[src/hdl/mmpa_ram.sv]
`default_nettype none
module mmpa_ram #(
  parameter int unsigned WIDTH = 8,
  parameter int unsigned DEPTH = 16
) (
  input  wire logic                     clk_i,
  input  wire logic                     we_i,
  input  wire logic [$clog2(DEPTH)-1:0] waddr_i,
  input  wire logic [WIDTH-1:0]         wdata_i,
  input  wire logic                     re_i,
  input  wire logic [$clog2(DEPTH)-1:0] raddr_i,
  output logic      [WIDTH-1:0]         rdata_o
);

  logic [WIDTH-1:0] mem_q [DEPTH];

  always_ff @(posedge clk_i) begin
    if (we_i) begin
      mem_q[waddr_i] <= wdata_i;
    end
    if (re_i) begin
      rdata_o <= mem_q[raddr_i];
    end
  end

endmodule
`default_nettype wire

[config.mk]
export PLATFORM = sky130hd
export DESIGN_NAME = mmpa_ram
export DESIGN_NICKNAME = d
export VERILOG_FILES = /design/src/hdl/mmpa_ram.sv
export SDC_FILE = /design/constraint.sdc
export NUM_CORES = 1
export LEC_CHECK = 0
export ABC_AREA = 1
export BUFFER_PORTS_ARGS = -buffer_cell sky130_fd_sc_hd__buf_2
export CORE_MARGIN = 4
export CORE_UTILIZATION = 51
export DETAILED_ROUTE_END_ITERATION = 8
export PLACE_DENSITY = 0.68
export SLEW_MARGIN = 40
export SYNTH_ARGS = -nofsm -noshare
export SYNTH_HDL_FRONTEND = slang
export SYNTH_SLANG_ARGS = --single-unit
[constraint.sdc]
create_clock -name clk_i -period 2.9 [get_ports clk_i]
set_clock_uncertainty 0.15 [all_clocks]
set_input_delay 0.29 -clock clk_i [delete_from_list [all_inputs] [get_ports clk_i]]
set_output_delay 0.29 -clock clk_i [all_outputs]
set_load 0.01 [all_outputs]
======== Yosys cells after proc, flatten, opt, wreduce, memory -nomap -nowiden ========
Memories as Yosys holds them, arrays and structs flattened. A register that Yosys moved wholly into a read port is not among the register bits.
Index checks and enable logic that the tools add are counted.
operators by class
  muxes and demuxes ....................... 2
operators by type and width
  kind    count
  $mux 1  2
word-level totals
  memory bits (writable) .................. 128
  input bits .............................. 19
  output and inout port bits .............. 8
  register bits ........................... 0
  memories kept ........................... 1
memories
  name   words  width  rd ports  clocked after Yosys merged registers in  wr ports  RTL line  RTL
  mem_q  16     8      1         1                                        1         15        logic [WIDTH-1:0] mem_q [DEPTH];

======== Longest topological paths before layout ========
  depth in word-level cells ............... 2
  depth in mapped cells ................... 8
  gate-level depth less buffers ........... 7

======== Least setup slack after synthesis ========
No wires, ideal clock.
  path kind ............................... input port to flip-flop
  from .................................... input waddr_i[2]
  to ...................................... memory mem_q[10][0], enable pin
  required time ........................... 2.380 ns
  path buffers ............................ 0
  slack ................................... 1.509 ns
  arrival time ............................ 0.871 ns
  stages on the path ...................... 2
  cells stage by stage .................... nand3b_1 -> nor2_1
RTL lines
  what             RTL line  RTL
  start, declared  8         input wire logic [$clog2(DEPTH)-1:0] waddr_i,
  end, declared    15
No word-level cell before the write port.

==> flow_summary.yaml <==
floorplanning:
  initial_utilization: 0.530
  rows: 38
  core_um2: 11000
  die_h_um: 115
  design.die.area_um2: 13200
  die_width_um: 115
  io_pins: 27
final_layout:
  nets: 593
  drive_gt1_frac: 0.107
  area.growth.synth_to_final_pct: 14.0
  antenna_cells: 0
  layout.cells.non_filler: 727
  final_area_um2: 6670
  fill_cells: 925
  utilization: 0.604
placement:
  place.gp.congestion: 0.871
  numPortBuffers: 26
  dp_cells: 695
  dp_hpwl_mm: 8.20
  place_area_um2: 6010
grt:
  antenna_found_initial: 0
  overflow: 0
  grt_util_met2: 0.327
  met3_usage: 0.0521
  grtUsageTotal: 0.211
  grt_pass1_wl_mm: 20.4
  met1_usage: 0.289
  grt_max_degree: 53
  grt.busiest_layer: "met2"
  grt_pass1_vias: 3652
clock_tree:
  clockBufferDepth: 2
  cts_buffers: 17
  clkTransAtPathRegs_ns: 0.06
  cts_tree: "yes"
  cts.sinks: 136
  htree_levels: 4
  postCtsResizedCells: 0
  hold_buffers: 0
  worstSkewPairLatency_ns: 0.42
  post_cts_buffers: 0
  root_buffer: "clkbuf_16"
job:
  drv_cap: 0
worst_setup_path:
  crit_fanout: 33
  start_kind: "primary input"
  critical_path_class: "primary input to register"
  cp.required_ns: 2.93
  crit_top_cell: "nand3_1"
  cpPeakStageDelay_ns: 0.51
  slowest_stage: "buf_2"
  critPathCaptureType: "register"
  path_cells: "buf_2 > inv_2 > nand3_1 > nand3_1 > nand3_1 > nand2_1"
  worst_ep_arrival_time_ns: 1.80
timing:
  worst_pin_slew_ns: 0.808
  hold_viol: 0
  setup_violations: 0
  rsz0062_at_grt: "false"
  setup_tns_ns: 0
  slew_headroom: 0.460
  fin_crit_sh: 0.611
  slew_violations: 0
  hold_slack_ns: 0.0934
  fin_crit_ns: 1.77
  fmax_ghz: 0.564
detailed_routing:
  drtIter0Drc: 456
  via_count: 3828
  wirelength_mm: 13.0
  via_per_inst: 5.27
  dr.pass1.iters: 6
  ant_nets: 0
  routedWlPerCell_um: 17.9
  drcViolationCount: 0
synth:
  post_synth.cell_area_avg_um2: 10.6
  synth_nets: 570
  ys_seq_elements: 136
  synth_area_leaders: "edfxtp_1 70%, nand2_1 11%, nand3_1 8.3%"
  yosys.area.top_type_share: 0.698
  synthCells: 551
  synth.yosys.seq_area_share: 0.698
  synth.distinct_cells: 11
  synth_area_um2: 5850
  yosysTopAreaCell: "edfxtp_1"
  ys_warn_count: 0
power_and_ir_drop:
  peakVddDrop_mv: 0.392
  leakagePower_nw: 2.85
  power.density_nw_per_um2: 726
worst_hold_path:
  hold_path.class: "primary input to register"
status:
  outcome: "complete, no violations"
[flip-flops by register name, summed over array words and instances (netlist names)]
register / flops
rdata_o: 8
mem_q: 128
[cells in the mapped netlist]
master	instances
buf_1	1
inv_1	100
nand3b_1	2
buf_4	4
nand2_1	173
inv_2	2
edfxtp_1	136
buf_6	6
buf_2	13
nand3_1	97
nor2_1	17
[layout by cell type, fill, tap and decap left out, drive strengths merged]
| master | instances |
|---|---|
| inv | 104 |
| nand3 | 97 |
| buf | 28 |
| bufinv | 5 |
| edfxtp | 136 |
| clkinv | 4 |
| nor2 | 17 |
| nand2 | 173 |
| clkbuf | 17 |
| nand3b | 2 |
| clkinvlp | 4 |
[per-layer routing]
| metal | wire, µm | share of wire |
|---|---|---|
| met1 | 5430 | 0.42 |
| met2 | 6350 | 0.49 |
| met3 | 1020 | 0.079 |
| met4 | 197 | 0.015 |
| met5 | 0 | 0 |
[path summary, 6_finish.rpt]
kind                                   start  slack [ns]    endpoint  depth (start not counted)
worst min register to register  mem_q[15][4]        0.60  rdata_o[4]                          6
worst min-delay path                    re_i        0.09  rdata_o[2]                          1
worst max-delay path              raddr_i[1]        1.13  rdata_o[2]                          6
worst max register to register   mem_q[1][3]        1.60  rdata_o[3]                          6
[cells by family after synthesis]
| logic type | count (synthesis) | share of synthesized area |
|---|---|---|
| simple gates | 289 | 0.208 |
| flops | 136 | 0.698 |
| buf+inv | 126 | 0.0939 |
[stage by stage]
step                power, mW  worst slack (ns)
floorplan                2.43              1.51
global placement         2.52             0.748
detailed placement       2.53             0.720
CTS                      4.86              1.16
global route             5.00             0.979
finish                   4.84              1.13
[worst max-delay path: cells and delay by family]
family	cells	cell delay (ns)
AND/OR/NAND/NOR	4	0.52
buffers and inverters	2	0.94
[power by group]
group / internal [mW] / switching, mW / leakage [nW] / total (mW)
clock network: 1.53 / 0.822 / 0.306 / 2.35
registers: 2.22 / 0.0127 / 1.24 / 2.23
logic: 0.0690 / 0.190 / 1.31 / 0.259
[final cells by class]
| class | count | area (µm²) | area share |
|---|---|---|---|
| clock buffers | 17 | 425 | 0.0638 |
| clock inverters | 15 | 225 | 0.0338 |
| inverters | 102 | 383 | 0.0574 |
| multi-input cells | 289 | 1220 | 0.182 |
| flip-flops and latches | 136 | 4080 | 0.613 |
| well taps | 140 | 175 | 0.0263 |
| repair buffers | 28 | 158 | 0.0236 |
(Power assumes the default switching activity.)
