`config.mk`:
```
export PLATFORM = sky130hd
export DESIGN_NAME = mmpa_stats
export DESIGN_NICKNAME = d
export VERILOG_FILES = /design/src/hdl/mmpa_pkg.sv /design/src/hdl/mmpa_stats.sv
export SDC_FILE = /design/constraint.sdc
export NUM_CORES = 1
export LEC_CHECK = 0
export BUFFER_PORTS_ARGS = -buffer_cell sky130_fd_sc_hd__buf_2
export CORE_UTILIZATION = 55
export CTS_BUF_LIST = sky130_fd_sc_hd__clkbuf_4
export CTS_CLUSTER_DIAMETER = 100
export DETAILED_ROUTE_END_ITERATION = 8
export PLACE_DENSITY = 0.79
export SETUP_SLACK_MARGIN = 0.15
export SLEW_MARGIN = 20
export SYNTH_ARGS = -nofsm -noshare
export SYNTH_HDL_FRONTEND = slang
export SYNTH_SLANG_ARGS = --single-unit
```
`constraint.sdc`:
```
create_clock -name clk_i -period 8.3 [get_ports clk_i]
set_clock_uncertainty 0.05 [all_clocks]
set_input_delay 0 -clock clk_i [delete_from_list [all_inputs] [get_ports clk_i]]
set_output_delay 0 -clock clk_i [all_outputs]
set_load 0.02 [all_outputs]
```
`src/hdl/mmpa_pkg.sv`:
```
`default_nettype none
package mmpa_pkg;

  localparam int unsigned MAX_ENTRIES = 64;
  localparam int unsigned PAGE_BYTES  = 4096;

  localparam int unsigned CNT_W   = $clog2(MAX_ENTRIES + 1);
  localparam int unsigned IDX_W   = $clog2(MAX_ENTRIES);
  localparam int unsigned ALIGN_W = 33;
  localparam int unsigned IN_W    = 200;
  localparam int unsigned OUT_W   = 208;

  localparam logic [ALIGN_W-1:0] ALIGN_RESET = ALIGN_W'(4096);

  localparam logic [1:0] TYPE_USED = 2'd0;
  localparam logic [1:0] TYPE_FREE = 2'd1;

  typedef enum logic [1:0] {
    FUNC_LOAD  = 2'd0,
    FUNC_ALIGN = 2'd1,
    FUNC_ALLOC = 2'd2,
    FUNC_NOP   = 2'd3
  } func_e;

  typedef enum logic [1:0] {
    ST_OK    = 2'd0,
    ST_NOFIT = 2'd1,
    ST_FULL  = 2'd2
  } status_e;

  typedef enum logic [3:0] {
    S_IDLE,
    S_LOAD,
    S_AL_RD,
    S_AL_WAIT,
    S_AL_REM1,
    S_AL_REM2,
    S_AC_RD,
    S_AC_CHK,
    S_SH_RD,
    S_SH_WR,
    S_SPLIT_HI,
    S_SPLIT_LO,
    S_ST_RD,
    S_ST_ACC,
    S_DONE
  } state_e;

  typedef struct packed {
    logic [1:0]  typ;
    logic [63:0] size;
    logic [63:0] base;
  } entry_t;

  localparam int unsigned ENTRY_W = $bits(entry_t);

  typedef struct packed {
    logic clr;
    logic acc;
  } stats_ctl_t;

endpackage
`default_nettype wire

```
`src/hdl/mmpa_stats.sv`:
```
`default_nettype none
module mmpa_stats
  import mmpa_pkg::*;
(
  input  wire logic        clk_i,
  input  wire logic        rst_ni,
  input  wire stats_ctl_t  ctl_i,
  input  wire entry_t      entry_i,
  output logic      [63:0] top_o,
  output logic      [63:0] sum_o
);

  logic [63:0] top_q, top_d, sum_q, sum_d, t;
  logic [64:0] t_full, s_full;

  always_comb begin
    top_d  = top_q;
    sum_d  = sum_q;
    t_full = {1'b0, entry_i.base} + {1'b0, entry_i.size};
    s_full = {1'b0, sum_q} + {1'b0, entry_i.size};
    t      = t_full[64] ? '1 : t_full[63:0];
    if (ctl_i.clr) begin
      top_d = '0;
      sum_d = '0;
    end else if (ctl_i.acc && entry_i.typ == TYPE_FREE) begin
      if (t > top_q) begin
        top_d = t;
      end
      sum_d = s_full[64] ? '1 : s_full[63:0];
    end
  end

  always_ff @(posedge clk_i or negedge rst_ni) begin
    if (!rst_ni) begin
      top_q <= '0;
      sum_q <= '0;
    end else begin
      top_q <= top_d;
      sum_q <= sum_d;
    end
  end

  assign top_o = top_q;
  assign sum_o = sum_q;

endmodule
`default_nettype wire

```
======== Word level (Yosys, flattened, before mapping) ========
Index checks and enable logic that the tools add are counted.
storage, ports and cells
  bits in registers ....................... 128
  output and inout port bits .............. 128
cells by class
  add/sub/neg operators ................... 2
  $lt $le $gt $ge ......................... 1
  eq/ne operators ......................... 1
  muxes and demuxes ....................... 7
  reductions and logical operators ........ 4
operators by type and width
  operator                                                                count
  64-bit two-way mux                                                      7
  64-bit by 64-bit adder with 65-bit output                               2
  64-bit greater-than comparator                                          1
  2-bit nonzero test                                                      2
  2-bit by 1-bit equality test with 1-bit output (second input constant)  1
  2-bit AND reduction                                                     1
  1-bit logical AND                                                       1

======== Longest topological paths before layout ========
  depth in word-level cells ............... 6
  gate-level depth with buffers ........... 26

======== Worst setup path after synthesis ========
Ideal clock, no wire load.
  kind .................................... in2reg
  start ................................... input entry_i[0] in the netlist's numbering
  end ..................................... register top_q[63], in the netlist top_o[63]
  setup time .............................. 0.104 ns
  arrival ................................. 5.086 ns
  path slack .............................. 3.061 ns
  cell stages on the path ................. 24
  cell sequence ........................... ha_1 fa_1 a211oi_1 o211ai_1 nand3_1 a21oi_1 o2111ai_1 a31oi_1 a221oi_1 buf_2 buf_2 buf_2 nand2_1 ha_1 nand4_1 or3_1 nor2_1 nor4b_1 nand2_1 or2_2 a31o_2 clkbuf_1 buf_1 a221oi_1
on the way
  cells in the longest elaborated chain, start to end .. 5
  elaborated cells on any way between the ends .. 8
  those cells by class .................... 1 x add/sub; 1 x order compare; 4 x mux; 2 x reduce/logical
ends and longest elaborated chain
  element                                                                            RTL line          RTL
  from (decl)                                                                        mmpa_stats.sv:8   input wire entry_t entry_i,
  64-bit by 64-bit adder with 65-bit output *                                        mmpa_stats.sv:19  t_full = {1'b0, entry_i.base} + {1'b0, entry_i.size};
  64-bit two-way mux *                                                               mmpa_stats.sv:21  t = t_full[64] ? '1 : t_full[63:0];
  64-bit greater-than comparator / 64-bit two-way mux (equally long branches)        mmpa_stats.sv:26  if (t > top_q) begin
  2-bit nonzero test (no source line) / 64-bit two-way mux (equally long branches)   n/a
  2-bit AND reduction (no source line) / 64-bit two-way mux (equally long branches)  n/a
  to (signal assigned)                                                               mmpa_stats.sv:38  top_q <= top_d;
  to (decl)                                                                          mmpa_stats.sv:13  logic [63:0] top_q, top_d, sum_q, sum_d, t;
Every way passes the cells marked *; elsewhere a longest branch is shown, timed or not. The select of a mux whose other input is x is not followed.
A chain may end at the register's enable or synchronous reset.

======== Worst setup path in the final report ========
  start ................................... input entry_i[0] in the netlist's numbering
  end ..................................... register top_q[0], in the netlist top_o[0]
Same word-level chain as after synthesis.

==> results.cfg <==
[run_status]
status = completed

[global_routing]
grt_max_degree = 74
globalRouteOverflowTotal = 0
grt.met3_usage_pct = 4.558
grt.busiest_layer = met1
grt_pass1_vias = 13733
grt_pass1_wl_um = 71810
grt_use_met2_pct = 50.10
antenna_found_initial = 7
grt_usage_pct = 34.01
use_met1_pct = 50.18

[layout]
layout-drive-gt1-share_pct = 16.02
finalNetCount = 2381
nFillCells = 2276
fin_cells = 2404
area_delta_synth_final_pct = 14.84

[power]
combPwrFrac_pct = 46.6
p_per_area_mw_per_mm2 = 142.9
p_total_mw = 2.337
p_switching_uw = 985.2
internal_power_mw = 1.352
p_seq_share_pct = 29.6
swShare_pct = 42.16
clockPowerShare_pct = 23.9
ir_worst_vdd_mv = 0.1131
leakagePower_nw = 7.849

[worst_setup_path]
crit_required_ns = 8.76
crit_path_max_fanout = 22
reg2reg_depth = 14
reg2reg_to = sum_o[52]
setup.worst_path.start_class = primary input
worst_setup_path_end_kind = flip-flop
r2r_start = sum_o[0]
worstPathCellList = dlygate4sd3_1, buf_2, ha_1, fa_1, a211oi_1, o211ai_1, nand3_1, a21oi_1, o2111ai_1, a31oi_1, a221oi_4, buf_6, nand2_1, ha_1, nand4_1, or3_1, nor2_1, nor4b_1, nand2_1, or2_2, a31oi_2, nor2_1, a211oi_1, dlygate4sd3_1
timing.critical_path.max_delay_family = compound AO/OA/AOI/OAI gates
r2r_slack_ns = 3.71
slowest_stage = a31oi_2
max_stage_delay_ns = 0.90
criticalPathCategory = in -> reg
cp.arrival_ns = 7.28
critPathBufInv = 4

[logic_synthesis]
synth-seq-cells = 128
avgSynthCellArea_um2 = 7.770
synth-edff-count = 0
synth_most_common_cell = nor2_1
ys.flop_type = dfrtp_1
async_flop_share_pct = 100.0
synth_area_mm2 = 0.01424
synth_nets = 2161
synth_cell_type_count = 68
syn_inst = 1833
ys_warn_count = 0
synth.largest_area_cell = dfrtp_1
synth_area_leaders = dfrtp_1, ha_1, a21oi_1
yosysSeqAreaShare_pct = 22.49
ys_top_cells_by_count = nor2_1, ha_1, a21oi_1
synth_top_area_share_pct = 22.49

[timing]
layout_worst_path_cycle_share_pct = 82.21
hold_violations = 0
maxSlewViolCount = 0
rsz0062_at_grt = false
setup_viol = 0
fin_crit_ns = 6.824
tightest_slew_ns = 1.105
fmax_mhz = 146.5
finalSetupTns_ns = 0
relSlewSlack_pct = 26.13
hold_ws_ns = 0.04011

[min_path]
hold_depth = 4
hold_class = in -> reg
min_to = top_o[56]
holdCritStartpoint = entry_i[63]

[place]
place.gp.congestion = 0.9735
dp_cells = 2332
dp_hpwl_um = 35700
numPortBuffers = 261

[clocking]
ctsResizeCount = 0
htree_levels = 4
cts_root_buf = clkbuf_4
clk_path_buf_depth = 2
clk_pin_slew_worst_paths_ns = 0.15
numClockSinks = 128
clk_latency_ns = 0.57
cts_buffers = 17
cts_tree = done

[detailed_routing]
wl_per_cell_um = 18.95
vias = 15031
drtIter0Drc = 1682
wl_um = 45550
drc = 0
drtAntennaViolNets = 0
firstDrtPassIters = 6
vias_per_cell = 6.252

[floorplanning]
std_cell_rows = 58
dieArea_mm2 = 0.02654
die_w_um = 162.9
pin_count = 262
core_area_mm2 = 0.02533
start_util_pct = 56.23
fp.dieH_um = 162.9

[run]
maxCapViolations = 0
-- final cells by class --
type / count / area [um^2] / area share, %
Sequential cell: 128 / 3203 / 19.58
Antenna cell: 8 / 20.02 / 0.1224
Multi-Input combinational cell: 1495 / 10270 / 62.77
Tap cell: 330 / 412.9 / 2.524
Inverter: 110 / 412.9 / 2.524
Timing Repair Buffer: 301 / 1693 / 10.35
Clock buffer: 18 / 135.1 / 0.8262
Clock inverter: 14 / 212.7 / 1.300
-- metrics by stage --
step / setup WS (ns) / instance area [um^2] / util (%)
floorplan: 3.061 / 14240 / -
global placement: 1.640 / 15670 / 61.86
detailed placement: 1.319 / 15670 / 61.86
CTS: 1.177 / 16320 / 64.46
global route: 0.9277 / 16350 / 64.57
finish: 1.476 / 16360 / 64.58
-- sequential cells by signal, summed over array words and instances, names as in the netlist --
signal  count
top_o      64
sum_o      64
-- power by group through the flow --
stage,logic [mW],clock network (mW),registers (mW)
3_3_place_gp,1.02,0,0.701
5_1_grt,1.20,0.585,0.695
4_1_cts,1.07,0.564,0.690
2_1_floorplan,0.701,0,0.745
6_report,1.09,0.558,0.691
3_5_place_dp,1.04,0,0.702
-- repair_timing --
action | CTS | global route
hold buffers | 31 | 0
setup buffers | 0 | 0
endpoints found under the hold margin | 104 | 0
-- worst reg2reg max path: cells and delay by family, from the launching register on --
| kind | cells | cell delay, ns |
|---|---|---|
| AOI/OAI and AO/OA | 7 | 2.03 |
| adders and majority gates | 2 | 0.41 |
| buffers and inverters | 2 | 0.60 |
| DFF | 1 | 0.42 |
| and+or+nand+nor | 3 | 0.92 |
-- layout by cell type, fill, tap and decap left out, drive strengths merged, types with 7 or more instances in the layout --
cell type,netlist,layout
nor2,195,195
a211oi,111,111
nor3,28,28
a221oi,21,21
nand4,57,57
dfrtp,128,128
nand2,164,164
inv,110,112
o31ai,7,7
clkbuf,78,18
nand3,28,28
a21o,87,87
a311oi,10,10
nor2b,14,14
xor2,50,50
o211ai,13,13
o21a,15,15
a21boi,7,7
diode,0,8
o21ai,98,98
dlygate4sd3,0,31
and3,11,11
buf,22,270
xnor2,69,69
ha,192,192
nand2b,15,15
a31oi,19,19
a21oi,183,183
o21bai,25,25
-- worst max path at each step --
stage | startpoint | cells after the start | end
final | entry_i[0] | 24 | top_o[0]
after global routing | entry_i[0] | 24 | top_o[0]
after CTS | entry_i[64] | 23 | top_o[0]
after detailed placement | entry_i[64] | 22 | top_o[2]
after global placement | entry_i[64] | 21 | top_o[59]
after floorplan | entry_i[0] | 24 | top_o[63]
-- routing by layer --
layer	share of wire, %	routed length (um)
met1	46	20850
met3	8.0	3641
met4	2.6	1178
met5	0	0
met2	44	19880
-- cell families (layout without fill, tap and decap cells) --
| family | after synthesis | count (layout) | share of synthesized area (%) |
|---|---|---|---|
| buffers and inverters | 210 | 443 | 5.701 |
| XOR/XNOR | 119 | 119 | 7.318 |
| flip-flops | 128 | 128 | 22.49 |
| AND/OR/NAND/NOR | 542 | 542 | 17.27 |
| AO/OA/AOI/OAI | 640 | 640 | 30.07 |
| adder cells (fa/ha/maj) | 194 | 194 | 17.15 |
| other | 0 | 8 | 0 |
Note: power is estimated with default switching activity, not from simulation.
