$ cat src/hdl/mmpa_pkg.sv
`default_nettype none
package mmpa_pkg;

  localparam int unsigned MAX_ENTRIES = 64;
  localparam int unsigned PAGE_BYTES  = 4096;

  localparam int unsigned CNT_W   = $clog2(MAX_ENTRIES + 1);
  localparam int unsigned IDX_W   = $clog2(MAX_ENTRIES);
  localparam int unsigned ALIGN_W = 33;
  localparam int unsigned IN_W    = 200;
  localparam int unsigned OUT_W   = 208;

  localparam logic [ALIGN_W-1:0] ALIGN_RESET = ALIGN_W'(4096);

  localparam logic [1:0] TYPE_USED = 2'd0;
  localparam logic [1:0] TYPE_FREE = 2'd1;

  typedef enum logic [1:0] {
    FUNC_LOAD  = 2'd0,
    FUNC_ALIGN = 2'd1,
    FUNC_ALLOC = 2'd2,
    FUNC_NOP   = 2'd3
  } func_e;

  typedef enum logic [1:0] {
    ST_OK    = 2'd0,
    ST_NOFIT = 2'd1,
    ST_FULL  = 2'd2
  } status_e;

  typedef enum logic [3:0] {
    S_IDLE,
    S_LOAD,
    S_AL_RD,
    S_AL_WAIT,
    S_AL_REM1,
    S_AL_REM2,
    S_AC_RD,
    S_AC_CHK,
    S_SH_RD,
    S_SH_WR,
    S_SPLIT_HI,
    S_SPLIT_LO,
    S_ST_RD,
    S_ST_ACC,
    S_DONE
  } state_e;

  typedef struct packed {
    logic [1:0]  typ;
    logic [63:0] size;
    logic [63:0] base;
  } entry_t;

  localparam int unsigned ENTRY_W = $bits(entry_t);

  typedef struct packed {
    logic clr;
    logic acc;
  } stats_ctl_t;

endpackage
`default_nettype wire

$ cat src/hdl/mmpa_rem.sv
`default_nettype none
module mmpa_rem
  import mmpa_pkg::*;
(
  input  wire logic               clk_i,
  input  wire logic               rst_ni,
  input  wire logic               start_i,
  input  wire logic [63:0]        dividend_i,
  input  wire logic [ALIGN_W-1:0] divisor_i,
  output logic                    done_o,
  output logic      [ALIGN_W-1:0] rem_o
);

  logic               busy_q, busy_d, done_q, done_d;
  logic [5:0]         step_q, step_d;
  logic [63:0]        dvd_q, dvd_d;
  logic [ALIGN_W-1:0] dvs_q, dvs_d, r_q, r_d;
  logic [ALIGN_W:0]   trial;

  always_comb begin
    busy_d = busy_q;
    done_d = 1'b0;
    step_d = step_q;
    dvd_d  = dvd_q;
    dvs_d  = dvs_q;
    r_d    = r_q;
    trial  = {r_q, dvd_q[63]};
    if (start_i) begin
      busy_d = 1'b1;
      step_d = '0;
      dvd_d  = dividend_i;
      dvs_d  = divisor_i;
      r_d    = '0;
    end else if (busy_q) begin
      if (trial >= {1'b0, dvs_q}) begin
        r_d = ALIGN_W'(trial - {1'b0, dvs_q});
      end else begin
        r_d = trial[ALIGN_W-1:0];
      end
      dvd_d  = {dvd_q[62:0], 1'b0};
      step_d = step_q + 6'd1;
      if (step_q == 6'd63) begin
        busy_d = 1'b0;
        done_d = 1'b1;
      end
    end
  end

  always_ff @(posedge clk_i or negedge rst_ni) begin
    if (!rst_ni) begin
      busy_q <= 1'b0;
      done_q <= 1'b0;
      step_q <= '0;
    end else begin
      busy_q <= busy_d;
      done_q <= done_d;
      step_q <= step_d;
    end
  end

  always_ff @(posedge clk_i) begin
    dvd_q <= dvd_d;
    dvs_q <= dvs_d;
    r_q   <= r_d;
  end

  assign done_o = done_q;
  assign rem_o  = r_q;

endmodule
`default_nettype wire

$ cat config.mk
export PLATFORM = sky130hd
export DESIGN_NAME = mmpa_rem
export DESIGN_NICKNAME = d
export VERILOG_FILES = /design/src/hdl/mmpa_pkg.sv /design/src/hdl/mmpa_rem.sv
export SDC_FILE = /design/constraint.sdc
export NUM_CORES = 1
export LEC_CHECK = 0
export BUFFER_PORTS_ARGS = -buffer_cell sky130_fd_sc_hd__buf_2
export CAP_MARGIN = 40
export CORE_AREA = 5 5 124 126
export CTS_BUF_LIST = sky130_fd_sc_hd__clkbuf_8
export DETAILED_ROUTE_END_ITERATION = 8
export DIE_AREA = 0 0 129 131
export GPL_TIMING_DRIVEN = 0
export MAX_ROUTING_LAYER = met4
export PLACE_DENSITY = 0.78
export SYNTH_ARGS = -nofsm -noshare
export SYNTH_HDL_FRONTEND = slang
export SYNTH_SLANG_ARGS = --single-unit
$ cat constraint.sdc
create_clock -name clk_i -period 4.66 [get_ports clk_i]
set_input_delay 1.165 -clock clk_i [delete_from_list [all_inputs] [get_ports clk_i]]
set_output_delay 1.165 -clock clk_i [all_outputs]
set_load 0.01 [all_outputs]
## After elaboration in Yosys (flattened, before gate mapping)

Cells that the tools add are included.
W data, S select, Z words.

| storage, ports and cells | value |
|---|---|
| memories | 0 |
| bits in latches | 0 |
| bits in writable memories | 0 |
| register bits after elaboration | 138 |
| word-level logic and storage cells | 22 |
| output and inout port bits | 34 |
| bits in read-only memories | 0 |
| input bits | 100 |

| cells by class | value |
|---|---|
| reductions and logical operators | 1 |
| $add $sub $neg | 2 |
| eq/ne operators | 1 |
| shift-type cells | 0 |
| multiplexer cells | 11 |
| divide/modulo/power cells | 0 |
| multipliers | 0 |
| order comparisons | 1 |
| bitwise gates (word level) | 0 |

Operators by type and width:

| kind | number |
|---|---|
| $mux W64 | 2 |
| $ge A34 B33 Y1 | 1 |
| $mux W33 | 1 |
| $sub A33 B33 Y33 | 1 |
| $mux W6 | 2 |
| $add A6 B1 Y6 const B | 1 |
| $eq A6 B6 Y1 const B | 1 |
| $mux W1 | 6 |
| $reduce_bool A2 Y1 | 1 |

## Longest topological paths before layout

Gate-level depths: netlist of the first run.

| depth | value |
|---|---|
| word-level depth | 4 |
| mapped depth | 13 |
| mapped depth without buffers | 12 |

## Worst setup path before layout of the first run

Ideal clock, no wire load.

| path | value |
|---|---|
| path kind | input-to-reg |
| start point | input port start_i |
| end point | register r_q[30] (netlist: rem_o[30]) |
| required time | 4.536 ns |
| library setup time | 0.124 ns |
| arrival | 3.215 ns |
| cell stages on the path | 5 |
| slack | 1.321 ns |
| cell sequence | clkbuf_1 -> nor2_1 -> inv_1 -> o32a_1 -> o21ai_0 |

RTL lines:

| element | RTL line | source |
|---|---|---|
| from (decl) | mmpa_rem.sv:7 | `input wire logic start_i,` |
| to (signal assigned) | mmpa_rem.sv:64 | `r_q <= r_d;` |
| to (decl) | mmpa_rem.sv:17 | `logic [ALIGN_W-1:0] dvs_q, dvs_d, r_q, r_d;` |

==> key figures, run 1 <==
Worst setup path
  • Minimum setup slack among reg-to-reg paths: 1630 ps
  • Endpoint of the worst-slack reg-to-reg timing path: rem_o[10]
  • Slowest cell delay on critical path: 630 ps
  • Critical path capture point type: flop
  • Launching element type of the critical path: input port
  • Arr. time, crit path: 3720 ps
  • Critical-path cell list: buf_2, clkbuf_1, clkbuf_1, clkbuf_1, nor2_1, a22oi_1, o21ai_0
  • Required time at the endpoint of the critical path: 5000 ps
  • Crit path top cell by count: clkbuf_1
  • Number of cells traversed by the worst register-to-register path: 13
  • Crit Path Max Fanout: 34
  • R2R Path Start: dvd_q[63]
  • Slowest-stage cell, CP: buf_2
  • Crit Path Class: in -> reg

Finish
  • Net count, final: 987
  • Layout cell share with drive strength beyond 1: 29.02%
  • Area Growth Syn to Fin: 17.07%
  • Number of standard cells in the layout, taps in and fillers out: 1,050

Timing
  • Actual transition at the worst max-transition pin: 830.6 ps
  • Worst max-slew margin expressed relative to the limit: 44.63%
  • Minimum clock period after layout: 3374 ps
  • RSZ-0062 raised after global routing: no
  • Number of endpoints with negative hold slack in the final report: 0
  • Max Slew Vio Count: 0
  • Final setup violation count: 0
  • Worst setup skew after layout: 15.28 ps
  • Final sum of negative setup slack: 0 ps
  • Hold Worst Slack: 505.5 ps
  • Maximum clock rate: 0.2964 GHz
  • Final period util: 72.41%

Global routing
  • Number of antenna violations at the first check in global routing: 0
  • Vias in the first global route: 5,653
  • Remaining global-route overflow: 0
  • Wire length of the first global-routing pass: 27.90 mm
  • Pin count of the biggest net entering global routing: 40
  • GRT Overall Usage: 22.05%

Logic synthesis
  • Net count after synthesis: 834
  • Number of distinct library cell variants in the gate-level netlist after synthesis: 71
  • Post-synthesis compound-gate area fraction: 14.33%
  • EDFF count, synth: 97
  • Fraction of synthesis flops using an asynchronous set or reset pin: 5.797%
  • Most area-hungry cell type in the Yosys netlist: edfxtp_1
  • Area share of the largest cell type after synthesis: 38.10%
  • Mux share of post-synthesis cell area: 12.16%
  • Adder and majority gate portion of the synthesized area: 5.826%
  • Primary FF master, synth: edfxtp_1
  • Yosys synthesis warning count: 0
  • Area share of and/or/nand/nor cells after synthesis: 10.73%
  • Register bit count reported by yosys: 138
  • Area contributors post-synth: edfxtp_1 38%, mux2_2 9.3%, dfxtp_1 8.6%
  • Sequential share of the synthesized area: 49.35%
  • Largest family of logic cells by synthesized area: compound AO/OA/AOI/OAI gates
  • Post-synthesis average cell area: 10.94 µm²
  • Cell area after synthesis: 0.007646 mm²
  • Instance count of the mapped netlist: 699
  • Area share of xor/xnor cells in the synthesized design: 3.207%

Placement
  • PortBufs: 133
  • Number of instances in the placed design: 1,017
  • HPWL after detailed placement: 13.06 mm
  • Final GP Congestion: 0.9042

Detailed routing
  • First-iteration detailed-routing DRC count: 482
  • Number of remaining DRC errors: 0
  • Post-detailed-route wirelength per cell: 17.06 µm
  • Residual antenna-violating net count after detailed routing: 0
  • Via density per instance: 5.607
  • Routed wire length: 17.92 mm
  • Total vias in the final route: 5,887
  • Pre-antenna DRT Iters: 5

Die
  • Floorplan core area: 0.01420 mm²
  • Effective utilization at floorplan: 53.83%
  • Total die area: 0.01690 mm²
  • Chip Height: 131 µm
  • Total I/O pin count: 134
  • Horiz. Die Dim: 129 µm
  • Std-Cell Rows: 44

Hold path
  • Endpoint, Worst Hold: rem_o[19]
  • Origin of the worst min-delay path: rem_o[19]
  • Cells on Worst Hold Path: 2
  • Worst Hold Class: reg -> reg

Clocking
  • TritonCTS clock tree: done
  • Post_cts resized: 0
  • Clock network latency to the later pin of the worst-skew pair: 460 ps
  • H-tree depth: 4
  • Maximum clock path buffer count: 2
  • Clock-pin slew reported for the worst setup and hold paths after clock tree synthesis: 90 ps
  • CTS Sinks: 138
  • Post-CTS Hold Buffers: 0
  • TritonCTS Buffers: 17
  • Clock tree root buffer cell: clkbuf_8
  • Buffers inserted by post-CTS timing repair: 0

Power and ir drop
  • Leakage: 3.914 nW
  • Power, Total: 4.546 mW
  • VDD IR-drop max: 0.2454 mV
  • P per Cell Area: 507.9 mW/mm²

Outcome
  • Status: finished clean

Job
  • Max-Cap Viols: 0
[logic make-up (layout without fill, tap and decap cells)]
logic type / count (synthesis) / after routing
compound gates: 158 / 158
xor+xnor: 28 / 28
fa+ha+maj: 35 / 35
flops: 138 / 138
other cells: 0 / 1
mux: 85 / 85
simple gates: 172 / 172
buf+inv: 83 / 249
[metrics by stage]
stage	setup WS (ps)	utilization [%]	area (µm²)
2_1_floorplan	1321	-	7646
3_5_place_dp	730.7	60.28	8562
6_report	1286	63.02	8951
3_3_place_gp	-445.7	60.14	8542
4_1_cts	1255	63.00	8949
5_1_grt	1071	63.00	8949
[worst max path at each step]
stage            start        end  slack [ps]  cells after the start
2_1_floorplan  start_i  rem_o[30]        1320                      5
3_3_place_gp   start_i  rem_o[30]        -450                      6
6_report       start_i  rem_o[27]        1290                      7
4_1_cts        start_i  rem_o[28]        1260                      7
5_1_grt        start_i  rem_o[27]        1070                      7
3_5_place_dp   start_i  rem_o[27]         730                      7
[cells in the mapped netlist (8+ instances only)]
cell and instances:
mux2i_1 22, nor2_1 47, a211oi_1 20, a21o_1 13, xnor2_1 15, dfrtp_1 8, dfxtp_1 33, o21ai_0 31
clkbuf_1 25, ha_1 34, nor3_1 8, a21oi_1 39, nand2_1 53, nand4_1 17, mux2_2 63, nand3_1 10
edfxtp_1 97, xor2_1 13, inv_1 47
[power by group]
group	internal, mW	switching [mW]	total [mW]	leakage (nW)
sequential	1.52	0.154	1.67	1.37
clock	0.476	0.494	0.969	0.195
combinational	0.807	1.10	1.90	2.34
[critical path: cells and delay by family]
kind	cells	cell delay, ps
AND/OR/NAND/NOR	1	110
AO/OA/AOI/OAI	2	280
buffers and inverters	4	2150
[registers in the layout (all words and copies together), names as in the netlist]
| signal | flops |
|---|---|
| step_q | 6 |
| done_o | 1 |
| dvd_q | 64 |
| rem_o | 33 |
| busy_q | 1 |
| dvs_q | 33 |
[area by class of cell]
type	count	area [µm²]
antenna	1	2.502
buffer	36	158.9
clock buffer	17	234.0
clock inverter	15	152.6
fill	1200	5253
inverter	47	176.4
multi-input combinational	478	3537
sequential	138	3774
tap	184	230.2
timing repair buffer	134	685.7
[routing by layer]
layer	global-route usage, %	vias to the layer above	share of wire (%)
met5	-	-	0
met3	7.967	28	9.4
met4	6.856	0	1.6
met1	27.47	2738	43
li1	-	2902	-
met2	33.81	219	46
[layout by cell type, fill, tap and decap left out, types with 5 or more instances in the layout]
cell      count
buf_2       139
edfxtp_1     97
mux2_2       63
nand2_1      53
inv_1        48
nor2_1       47
a21oi_1      39
ha_1         34
dfxtp_1      33
o21ai_0      31
clkbuf_1     25
mux2i_1      22
a211oi_1     20
nand4_1      17
clkbuf_8     17
xnor2_1      15
a21o_1       13
xor2_1       13
nand3_1      10
nor3_1        8
dfrtp_1       8
or3_1         6
and3_1        6
and2_1        5
a22oi_1       5
Note: power is estimated with default switching activity, not from simulation.
==> run 2, diff against run 1 <==
CORE_AREA = 5 5 127 129   (was 5 5 124 126)
DIE_AREA = 0 0 132 134   (was 0 0 129 131)
clock period = 2.7 ns   (was 4.66 ns; I/O delays follow)
==> key figures, run 2 (same netlist as run 1, synthesis figures left out) <==
Outcome
  • Violations in the final reports: setup timing
  • Status: finished, violations left

Timing
  • Maximum clock rate: 0.3692 GHz
  • Actual transition at the worst max-transition pin: 688.9 ps
  • Hold Worst Slack: 51.31 ps
  • Final sum of negative setup slack: -8.872 ps
  • Max Slew Vio Count: 0
  • Number of endpoints with negative hold slack in the final report: 0
  • Worst max-slew margin expressed relative to the limit: 54.08%
  • Minimum clock period after layout: 2709 ps
  • Fin worst setup slack: -8.872 ps
  • RSZ-0062 raised after global routing: yes
  • Final period util: 100.3%
  • Worst setup skew after layout: 11.73 ps
  • Final setup violation count: 1

Worst setup path
  • R2R Path Start: rem_o[11]
  • Critical-path cell list: ha_1, a21oi_2, o211ai_2, a21oi_2, a21oi_4, buf_4, o21a_1, o21ai_1, or4b_4, o311ai_2
  • Crit Path Class: reg -> reg
  • Critical path capture point type: flop
  • Slowest cell delay on critical path: 500 ps
  • Worst Path Buf+Inv: 1
  • Number of cells traversed by the worst register-to-register path: 10
  • Endpoint of the worst-slack reg-to-reg timing path: rem_o[22]
  • Slowest-stage cell, CP: or4b_4
  • Required time at the endpoint of the critical path: 3050 ps
  • Launching element type of the critical path: flop
  • Minimum setup slack among reg-to-reg paths: -9 ps
  • Crit path top cell by count: a21oi_2
  • Arr. time, crit path: 3060 ps
  • Family with the most delay on the worst path: compound AO/OA/AOI/OAI gates
  • Crit Path Max Fanout: 6

Finish
  • Most flops, register: dvd_q
  • Share of the core filled with cells in the final layout: 63.18%
  • Flip-flop count of the largest register after layout: 64
  • Area Growth Syn to Fin: 23.29%
  • Number of standard cells in the layout, taps in and fillers out: 1,070
  • Commonest cells after routing, fill and taps aside: 136 x buf_2, 97 x edfxtp_1, 63 x mux2_2
  • Layout cell share with drive strength beyond 1: 34.89%
  • Most common cell after layout, fill and taps aside: buf_2
  • Net count, final: 1,002
  • Final design instance area without fill: 0.009427 mm²

Clocking
  • Maximum clock path buffer count: 2
  • H-tree depth: 4
  • TritonCTS Buffers: 17
  • Post-CTS Hold Buffers: 0
  • Clock-pin slew reported for the worst setup and hold paths after clock tree synthesis: 80 ps
  • Clock tree root buffer cell: clkbuf_8
  • CTS Sinks: 138
  • TritonCTS clock tree: done
  • Clock network latency to the later pin of the worst-skew pair: 450 ps

Power and ir drop
  • Leakage: 4.091 nW
  • Share of power burned in registers: 33.5%
  • Internal power: 5.405 mW
  • Power, Total: 8.629 mW
  • Combinational share of power: 44.5%
  • P per Cell Area: 915.3 mW/mm²
  • Switching share of power: 37.36%
  • Switching Power: 3.224 mW
  • Clock network fraction of total power: 22.1%
  • VDD IR-drop max: 0.4126 mV

Die
  • Std-Cell Rows: 45
  • Chip Height: 134 µm
  • Effective utilization at floorplan: 51.25%
  • Total die area: 0.01769 mm²
  • Floorplan core area: 0.01492 mm²
  • Horiz. Die Dim: 132 µm
  • Total I/O pin count: 134

Global routing
  • Vias in the first global route: 6,029
  • Number of antenna violations at the first check in global routing: 1
  • Remaining global-route overflow: 0
  • Most crowded layer after global routing: met2
  • Met2 Use GR: 32.90%
  • Wire length of the first global-routing pass: 29.27 mm
  • Met1 layer usage reported by global route: 25.69%
  • GRT Overall Usage: 21.07%
  • Pin count of the biggest net entering global routing: 35
  • Global Route met3 Usage: 7.239%

Placement
  • Area after detailed placement: 0.008598 mm²
  • Number of instances in the placed design: 1,022
  • Final GP Congestion: 0.9710
  • PortBufs: 133
  • Worst Setup Slack post-DPL: -725.1 ps
  • HPWL after detailed placement: 13.05 mm

Detailed routing
  • Pre-antenna DRT Iters: 5
  • Post-detailed-route wirelength per cell: 17.41 µm
  • Number of remaining DRC errors: 0
  • Total vias in the final route: 6,053
  • First-iteration detailed-routing DRC count: 578
  • Via density per instance: 5.657
  • Routed wire length: 18.63 mm
  • Residual antenna-violating net count after detailed routing: 0

Hold path
  • Worst Hold Class: in -> async

Job
  • Max-Cap Viols: 0
run 2: worst max-delay path by stage:
stage / start / endpoint / depth (start not counted)
6_report: rem_o[11] / rem_o[22] / 10
5_1_grt: dvs_q[2] / rem_o[31] / 10
4_1_cts: rem_o[1] / rem_o[31] / 9
3_5_place_dp: start_i / rem_o[27] / 7
3_3_place_gp: start_i / rem_o[21] / 5
2_1_floorplan: dvd_q[63] / rem_o[22] / 12
run 2: cell type report:
type,instances,area (µm²)
Timing Repair Buffer,150,853.3
Clock inverter,13,188.9
Inverter,47,180.2
Multi-Input combinational cell,478,3747
Tap cell,188,235.2
Antenna cell,2,5.005
Sequential cell,138,3774
Buffer,34,176.4
Clock buffer,19,261.5
Timing Repair inverter,1,5.005
Fill cell,1202,5494
run 2: repair_timing:
action | CTS | global route
endpoints found under the setup margin | 80 | 53
pin swaps | 10 | 16
cloned | 0 | 2
gates resized for setup | 20 | 55
buffers inserted | 9 | 6
run 2: power by group through the flow:
stage	registers, mW	clock network [mW]	logic (mW)
finish	2.89	1.90	3.84
global route	2.93	2.05	4.18
CTS	2.89	1.96	3.44
detailed placement	2.93	0	3.24
global placement	2.92	0	3.19
floorplan	2.96	0	2.33
run 2: layer usage:
| metal | vias to the layer above | share of wire (%) |
|---|---|---|
| met5 | - | 0 |
| met4 | 0 | 2.7 |
| met3 | 50 | 8.1 |
| met2 | 244 | 46 |
| met1 | 2842 | 43 |
| li1 | 2917 | - |
==> run 3, diff against run 2 <==
REMOVE_ABC_BUFFERS = 1   (was default)
SLEW_MARGIN = 0   (was default)
TNS_END_PERCENT = 10   (was default)
==> key figures, run 3 (same netlist as run 1, synthesis figures left out) <==
Finish
  • Net count, final: 969
  • Most common cell after layout, fill and taps aside: buf_2
  • Flip-flop count of the largest register after layout: 64
  • Commonest cells after routing, fill and taps aside: 132 x buf_2, 97 x edfxtp_1, 63 x mux2_2
  • Layout cell share with drive strength beyond 1: 34.24%
  • Most flops, register: dvd_q
  • Area Growth Syn to Fin: 20.45%

Clocking
  • Clock-pin slew reported for the worst setup and hold paths after clock tree synthesis: 80 ps
  • Maximum clock path buffer count: 2
  • H-tree depth: 4
  • Clock network latency to the later pin of the worst-skew pair: 460 ps
  • TritonCTS clock tree: done
  • Post-CTS Hold Buffers: 0
  • TritonCTS Buffers: 17
  • CTS Sinks: 138
  • Clock tree root buffer cell: clkbuf_8

Global routing
  • Remaining global-route overflow: 0
  • GRT Overall Usage: 20.34%
  • Met1 layer usage reported by global route: 25.53%
  • Number of antenna violations at the first check in global routing: 2
  • Met2 Use GR: 30.85%
  • Global Route met3 Usage: 6.827%
  • Pin count of the biggest net entering global routing: 101
  • Vias in the first global route: 5,685
  • Wire length of the first global-routing pass: 28.27 mm
  • Most crowded layer after global routing: met2

Placement
  • PortBufs: 133
  • Worst Setup Slack post-DPL: -482.7 ps
  • HPWL after detailed placement: 12.45 mm
  • Final GP Congestion: 0.9179

Die
  • Total I/O pin count: 134
  • Effective utilization at floorplan: 51.25%
  • Std-Cell Rows: 45
  • Floorplan core area: 0.01492 mm²
  • Chip Height: 134 µm
  • Horiz. Die Dim: 132 µm
  • Total die area: 0.01769 mm²

Outcome
  • Status: finished clean

Timing
  • Worst max-slew margin expressed relative to the limit: 50.09%
  • Actual transition at the worst max-transition pin: 746.0 ps
  • Minimum clock period after layout: 2643 ps
  • Number of endpoints with negative hold slack in the final report: 0
  • Worst setup skew after layout: 20.56 ps
  • Hold Worst Slack: 51.56 ps
  • Final setup violation count: 0
  • Maximum clock rate: 0.3783 GHz
  • RSZ-0062 raised after global routing: yes
  • Fin worst setup slack: 56.73 ps
  • Max Slew Vio Count: 0
  • Final period util: 97.90%

Hold path
  • Worst Hold Class: in -> async

Power and ir drop
  • P per Cell Area: 894.1 mW/mm²
  • VDD IR-drop max: 0.4884 mV
  • Leakage: 3.994 nW

Detailed routing
  • Routed wire length: 17.65 mm
  • Number of remaining DRC errors: 0
  • Post-detailed-route wirelength per cell: 17.02 µm
  • Pre-antenna DRT Iters: 5
  • Total vias in the final route: 5,832
  • First-iteration detailed-routing DRC count: 440
  • Residual antenna-violating net count after detailed routing: 0
  • Via density per instance: 5.624

Worst setup path
  • Arr. time, crit path: 2970 ps
  • Number of cells traversed by the worst register-to-register path: 9
  • Endpoint of the worst-slack reg-to-reg timing path: rem_o[29]
  • Start point of the critical path: rem_o[3]
  • Crit Path Max Fanout: 4
  • Required time at the endpoint of the critical path: 3030 ps
  • Launching element type of the critical path: flop
  • Minimum setup slack among reg-to-reg paths: 60 ps
  • Critical path capture point type: flop
  • Crit Path Class: reg -> reg
  • R2R Path Start: rem_o[3]

Job
  • Max-Cap Viols: 0
[run 3: changes by cell type in the layout (fill, tap and decap cells not counted), sizes merged]
cell / delta
buf: -7
bufinv: -2
clkbuf: -25
clkinv: +3
clkinvlp: -1
inv: -1
[run 3: critical path, stage by stage, from the launching register on]
cell	delay [ps]
dfxtp_1	340
ha_1	380
a21oi_2	240
o22ai_1	120
or2_1	300
a21oi_2	230
a21boi_0	240
o2111a_1	300
nor4_1	240
o21ai_0	140
[run 3: routing by layer]
layer	part of all wire, %	vias to the layer above
met5	0	-
met2	47	198
met3	7.7	32
met4	2.4	0
met1	43	2737
li1	-	2865
[run 3: area by class of cell]
class | instances | area [µm²]
fill | 1230 | 5710
sequential | 138 | 3775
multi-input combinational | 478 | 3716
timing repair buffer | 152 | 907.1
clock buffer | 19 | 261.5
tap | 188 | 235.2
inverter | 47 | 178.9
clock inverter | 13 | 131.4
antenna | 2 | 5.005
[run 3: report_power, final]
part	switching, mW	total, mW	leakage [nW]	internal [mW]
logic	2.00	3.66	2.41	1.66
registers	0.260	2.89	1.37	2.62
clock network	0.825	1.69	0.206	0.862
[run 3: stage by stage]
| step | power (mW) | setup TNS (ps) | cell area, µm² | instances | utilization (%) |
|---|---|---|---|---|---|
| 2_1_floorplan | 5.217 | -62300 | 7487 | 663 | - |
| 3_3_place_gp | 6.045 | -361730 | 8388 | 984 | 56.22 |
| 3_5_place_dp | 6.156 | -29800 | 8519 | 991 | 57.10 |
| 4_1_cts | 8.049 | -17.97 | 9036 | 1033 | 60.56 |
| 5_1_grt | 8.784 | -1803 | 9210 | 1037 | 61.73 |
| 6_report | 8.235 | 0 | 9210 | 1037 | 61.73 |
[run 3: timing repair]
item / CTS / global route
endpoints found under the hold margin: 0 / 0
pin swaps: 8 / 15
buffers inserted: 10 / 2
endpoints found under the setup margin: 30 / 63
gates resized for setup: 17 / 36
[run 3: how the worst max path moves through the flow]
stage	endpoint	slack [ps]
after global placement	rem_o[30]	-3880
after CTS	rem_o[29]	-20
after floorplan	rem_o[30]	-750
after global routing	rem_o[18]	-110
after detailed placement	dvd_q[39]	-480
final	rem_o[29]	60
